===== src/lrau_pkg.sv =====
// ----------------------------------------------------------------------------
// lrau_pkg
// Shared types, constants and coefficient tables for the log2 rational unit.
// ----------------------------------------------------------------------------
package lrau_pkg;

    localparam int          QMAX  = 55;
    localparam logic [63:0] DEC18 = 64'd1000000000000000000;

    typedef struct packed {
        logic               bad;
        logic signed [10:0] ipart;
        logic        [63:0] t;
        logic        [63:0] num;
        logic        [63:0] den;
    } t_hrn;

    typedef struct packed {
        logic               bad;
        logic signed [10:0] ipart;
        logic               neg;
        logic               dz;
        logic        [1:0]  mlo;
        logic        [63:0] den;
        logic        [63:0] rem;
        logic   [QMAX-1:0]  q;
    } t_div;

    function automatic logic [63:0] coef_q58(input logic neg, input logic [7:0] whole,
                                             input logic [63:0] dec);
        logic [63:0] r;
        logic [63:0] q;
        r = dec;
        q = '0;
        for (int i = 0; i < 59; i++) begin
            r = r << 1;
            q = q << 1;
            if (r >= DEC18) begin
                r = r - DEC18;
                q = q | 64'd1;
            end
        end
        q = (q + 64'd1) >> 1;
        q = q + ({56'd0, whole} << 58);
        return neg ? (~q + 64'd1) : q;
    endfunction

    function automatic logic [63:0] num_coef(input int k);
        logic [63:0] c;
        case (k)
            0: c = coef_q58(1'b1, 8'd0,  64'd402889371700189292);
            1: c = coef_q58(1'b1, 8'd0,  64'd289453420280495366);
            2: c = coef_q58(1'b0, 8'd4,  64'd35553382566547498);
            3: c = coef_q58(1'b0, 8'd10, 64'd886133709635736011);
            4: c = coef_q58(1'b0, 8'd11, 64'd844793301542853925);
            5: c = coef_q58(1'b0, 8'd6,  64'd390773726336062666);
            6: c = coef_q58(1'b0, 8'd1,  64'd693325770306826517);
            7: c = coef_q58(1'b0, 8'd0,  64'd189886910572759360);
            default: c = coef_q58(1'b0, 8'd0, 64'd5764311993194937);
        endcase
        return c;
    endfunction

    function automatic logic [63:0] den_coef(input int k);
        logic [63:0] c;
        case (k)
            0: c = coef_q58(1'b0, 8'd0,  64'd970730048249223931);
            1: c = coef_q58(1'b0, 8'd5,  64'd196502306970812057);
            2: c = coef_q58(1'b0, 8'd11, 64'd361730370081149388);
            3: c = coef_q58(1'b0, 8'd13, 64'd39270491740174052);
            4: c = coef_q58(1'b0, 8'd8,  64'd394943721299391370);
            5: c = coef_q58(1'b0, 8'd2,  64'd997996483630437581);
            6: c = coef_q58(1'b0, 8'd0,  64'd547364207571883088);
            7: c = coef_q58(1'b0, 8'd0,  64'd41846067504350624);
            default: c = coef_q58(1'b0, 8'd0, 64'd776125057027982);
        endcase
        return c;
    endfunction

endpackage


===== src/lrau_div_cell.sv =====
// ----------------------------------------------------------------------------
// lrau_div_cell
// One restoring division step: shift in a dividend bit, trial subtract,
// append one quotient bit.
// ----------------------------------------------------------------------------
module lrau_div_cell #(
    parameter int FRAC_BITS = 48,
    parameter int IDX       = 0
) (
    input  logic           i_clk,
    input  logic           i_en,
    input  lrau_pkg::t_div i_d,
    output lrau_pkg::t_div o_q
);

    lrau_pkg::t_div r_q, n_q;
    logic           dbit;
    logic [64:0]    rs;
    logic [64:0]    diff;
    logic           ge;

    always_comb begin
        if (IDX == FRAC_BITS + 2) begin
            dbit = i_d.mlo[1];
        end else if (IDX == FRAC_BITS + 1) begin
            dbit = i_d.mlo[0];
        end else begin
            dbit = 1'b0;
        end
        rs   = {i_d.rem, dbit};
        diff = rs - {1'b0, i_d.den};
        ge   = !diff[64];
        n_q      = i_d;
        n_q.rem  = ge ? diff[63:0] : rs[63:0];
        n_q.q    = {i_d.q[lrau_pkg::QMAX-2:0], ge};
    end

    always_ff @(posedge i_clk) begin
        if (i_en) begin
            r_q <= n_q;
        end
    end

    assign o_q = r_q;

endmodule


===== config.mk =====
export PLATFORM = sky130hd
export DESIGN_NAME = lrau_div_cell
export DESIGN_NICKNAME = d
export VERILOG_FILES = /design/src/lrau_pkg.sv /design/src/lrau_div_cell.sv
export SDC_FILE = /design/constraint.sdc
export NUM_CORES = 1
export LEC_CHECK = 0
export CAP_MARGIN = 10
export CORE_ASPECT_RATIO = 1.4
export CORE_MARGIN = 5
export CORE_UTILIZATION = 50
export CTS_CLUSTER_SIZE = 20
export DETAILED_ROUTE_END_ITERATION = 12
export DONT_BUFFER_PORTS = 1
export PLACE_DENSITY_LB_ADDON = 0.1
export RECOVER_POWER = 100
export SETUP_SLACK_MARGIN = 0.15
export SLEW_MARGIN = 20
export SYNTH_ARGS = -nofsm -noshare
export SYNTH_HDL_FRONTEND = slang
export SYNTH_SLANG_ARGS = --single-unit

===== constraint.sdc =====
create_clock -name i_clk -period 3.73 [get_ports i_clk]
set_clock_uncertainty 0.2 [all_clocks]
set_input_delay 0.1865 -clock i_clk [delete_from_list [all_inputs] [get_ports i_clk]]
set_output_delay 0.1865 -clock i_clk [all_outputs]
set_load 0.01 [all_outputs]

* Yosys cells after proc, flatten, opt, wreduce, memory -nomap -nowiden
Cells that the tools add are included. Widths: inputs -> output; s select.
Operators by class: divide/modulo/power cells 0, order comparisons 0, bitwise gates (word level) 0, mux-type cells 1, add/subtract/negate cells 1, reductions and logical operators 1, multiply operators 0, shift-type cells 0, equality and inequality tests 0
Operator list (count):
- $sub 65x64->65 | 1
- $mux 64 | 1
- $logic_not 1->1 | 1
Storage, ports and cells: bits of input ports 201, memory bits (read-only) 0, RAM bits 0, register bits 199, word-level logic and storage cells 12, latch bits 0, output and inout port bits 199, memories kept 0

* Depth between registers and ports, before layout
word-level depth 2, gate-level depth with buffers 16

* Least setup slack after synthesis
Ideal clock, no wire load.
path type input port to flip-flop, start point in i_d[126] (netlist bit), end point reg r_q (netlist bit o_q[86]), data pin, stages 14, path buffers 3, slack 0.433 ns, arrival time 2.831 ns, data required time 3.263 ns, cell sequence inv_1 > ha_1 > and4_4 > a221o_1 > o21bai_4 > a21boi_2 > o311a_4 > or3_4 > a211o_1 > buf_6 > buf_2 > buf_1 > nand2_1 > o21ai_0
RTL lines:
- from (decl) | RTL line lrau_div_cell.sv:12 | input lrau_pkg::t_div i_d,
- to (signal assigned) | RTL line lrau_div_cell.sv:40 | r_q <= n_q;
- to (decl) | RTL line lrau_div_cell.sv:16 | lrau_pkg::t_div r_q, n_q;

==> results.tsv <==
metric	value	unit
first-pass GRT wire length	51500	µm
dominant cell type by area after synthesis	edfxtp_1	
Synthesized Nets	1296	
switching power	1.75	mW
GP Congestion	0.917	
failing checks	hold timing	
largest net degree at the start of global routing	200	
starting density of the core	50.7	%
Commonest cells post-synth	199 x edfxtp_1, 133 x nand2_1, 86 x o21ai_0, 82 x a21oi_1, 80 x inv_1	
multi-input logic area	4620	µm²
die height	186	µm
worst hold path type	primary input to register	
Critical Path Start	i_d[127]	
Hold EP	o_q[101]$_DFFE_PP_	
Slew Limit Headroom	47.6	%
buffer and inverter count on the worst path	3	
clk sinks	199	
max FFs per register	199	
switching power share of the total	28.8	%
port bufs	0	
number of hold violations in the final report	93	
Yosys cell types	63	
gr ovfl total	0	
mapped cell area	11000	µm²
GRT Total Usage	27.2	%
clock root buffer	clkbuf_16	
Seq cells post-synth	199	
EDFF count, synth	199	
Setup CP Type	primary input to register	
Post-Layout Cell Count	1569	
area delta synth->final	28.7	%
fin nets	1524	
share of cells above drive strength 1	7.15	%
CTS Buffer Depth	2	
Comb pwr share	19.8	%
Ports	400	
synth top area cells	edfxtp_1 54%, ha_1 7.1%, nand2_1 4.5%, o21ai_0 3.9%, a21oi_1 3.7%	
Peak Freq	281	MHz
Worst-path clk slew	0.07	ns
syn avg cell area	10.7	µm²
Placed Instances	1339	
Worst path top cell family by delay	compound AO/OA/AOI/OAI gates	
initial antenna violation count	0	
synth warn	0	
RSZ-0062 raised after global routing	no	
Rows	64	
Crit. End Element	register	
Syn Inst Count	1031	
CP Cell Sequence	inv_1 -> ha_1 -> and4_4 -> a221o_1 -> o21bai_4 -> a21boi_2 -> o311a_4 -> or3_4 -> a211o_1 -> buf_8 -> mux2_2 -> dlygate4sd3_1	
worst hold margin	-0.354	ns
share of flip-flops with an asynchronous set or reset	0	%
postcts setup bufs	0	
1st-iter DRT viols	544	
Post-DP HPWL	24600	µm
Final Slew Violations	0	
Critical Path RT	3.73	ns
n_diodes	0	
maxcap violations	0	
most frequent cell after synthesis	edfxtp_1	
Die X	136	µm
slowest cell on the critical path	dlygate4sd3_1	
# fillers	1718	
hold path cells	0	
residual DRC count	0	
Arrival @ worst endpoint	3.56	ns
HP Start	i_en	
Pint	4.33	mW
worst stage delay on the critical path	0.56	ns
via count	8938	
Routed Antenna Nets	0	
sequential-to-total area share from yosys stat	54.1	%
Tcrit/Tclk final	95.5	%
vias per cell	5.70	
Max VDD drop	0.316	mV
endpoints failing setup	0	
FF+latch area	5980	µm²
Lkg Pwr	5.64	nW
Worst Tran Pin Value	0.779	ns
Pwr per Cell Area	428	nW/µm²
status	finished with violations	
Post-Route WL	35300	µm
startpoint types	primary input	
Final min period	3.56	ns
Clk pwr share	30.4	%
top cell type's share of synthesized area	54.1	%
vias in the first global route	9017	
Hold Buf Count CTS	198	
DIE AREA	25200	µm²
dominant synthesized flop cell	edfxtp_1	
cell area after layout	14200	µm²
final core utilization	65.2	%
Post-Route Setup TNS	0	ns
First-pass DRT Iterations	5	
CTS H-tree lvls	4	
CP max FO	39	
CTS Buf Count	17	
placed inst area	11600	µm²
sequential share of power	49.7	%
wire per inst	22.5	µm
Core Box Area	21800	µm²
CTS tree	done	
==> worst max-delay path by stage <==
stage / end / slack (ns) / cells past startpoint
floorplan: o_q[86]$_DFFE_PP_ / 0.43 / 14
global placement: o_q[113]$_DFFE_PP_ / 0.08 / 14
detailed placement: o_q[111]$_DFFE_PP_ / 0.04 / 11
CTS: o_q[56]$_DFFE_PP_ / 0.16 / 12
global route: o_q[56]$_DFFE_PP_ / 0.08 / 13
finish: o_q[56]$_DFFE_PP_ / 0.17 / 12
==> layout by cell type, fill, tap and decap left out, drive strengths merged, types with 7 or more instances in the layout <==
cell type	n
ha	63
dlygate4sd3	198
nand2	133
xnor2	30
a211oi	8
inv	84
clkbuf	23
o211ai	7
a21o	33
nor2b	7
clkinv	7
nand4	17
o21ai	87
buf	45
a21oi	83
a31oi	10
o21a	10
nor2	45
edfxtp	199
and3	13
a211o	7
o31ai	12
xor2	21
nand3	23
nor3	17
o21bai	17
==> per-stage QoR <==
stage / power, mW / setup WS [ns]
floorplan: 3.73 / 0.433
global placement: 4.07 / 0.0795
detailed placement: 4.07 / 0.0440
CTS: 6.08 / 0.160
global route: 6.34 / 0.0810
finish: 6.08 / 0.168
==> per-layer routing <==
| layer | global-route usage (%) | wire length [µm] | vias to the layer above |
|---|---|---|---|
| li1 | - | - | 4280 |
| met1 | 28.1 | 12500 | 4260 |
| met2 | 52.1 | 19300 | 341 |
| met3 | 7.82 | 2540 | 57 |
| met4 | 9.32 | 976 | 0 |
| met5 | 0 | 0 | - |
==> final cells by class <==
class	count	area share, %
Clock buffer	19	3.05
Clock inverter	13	1.06
Inverter	81	2.14
Multi-Input combinational cell	713	32.5
Sequential cell	199	42.1
Tap cell	297	2.62
Timing Repair Buffer	247	16.5
==> repair_timing <==
item | in CTS | in global routing
endpoints found under the setup margin | 0 | 1
resized for setup | 0 | 5
hold endpoints to repair | 397 | 199
==> power groups by stage <==
stage	Combinational, mW	Clock [mW]	Sequential (mW)
global route	1.33	1.98	3.04
finish	1.20	1.85	3.02
detailed placement	1.00	0	3.07
CTS	1.19	1.87	3.02
global placement	0.997	0	3.07
floorplan	0.741	0	2.99
==> logic make-up after synthesis <==
group | share of synthesized area (%)
AOI/OAI and AO/OA | 17.8
DFF | 54.1
xor gates and xnor gates | 4.05
buffers and inverters | 4.24
muxes | 0.499
and+or+nand+nor | 12.0
adders and majority gates | 7.32
No activity file was read; power rests on OpenSTA's default activity.
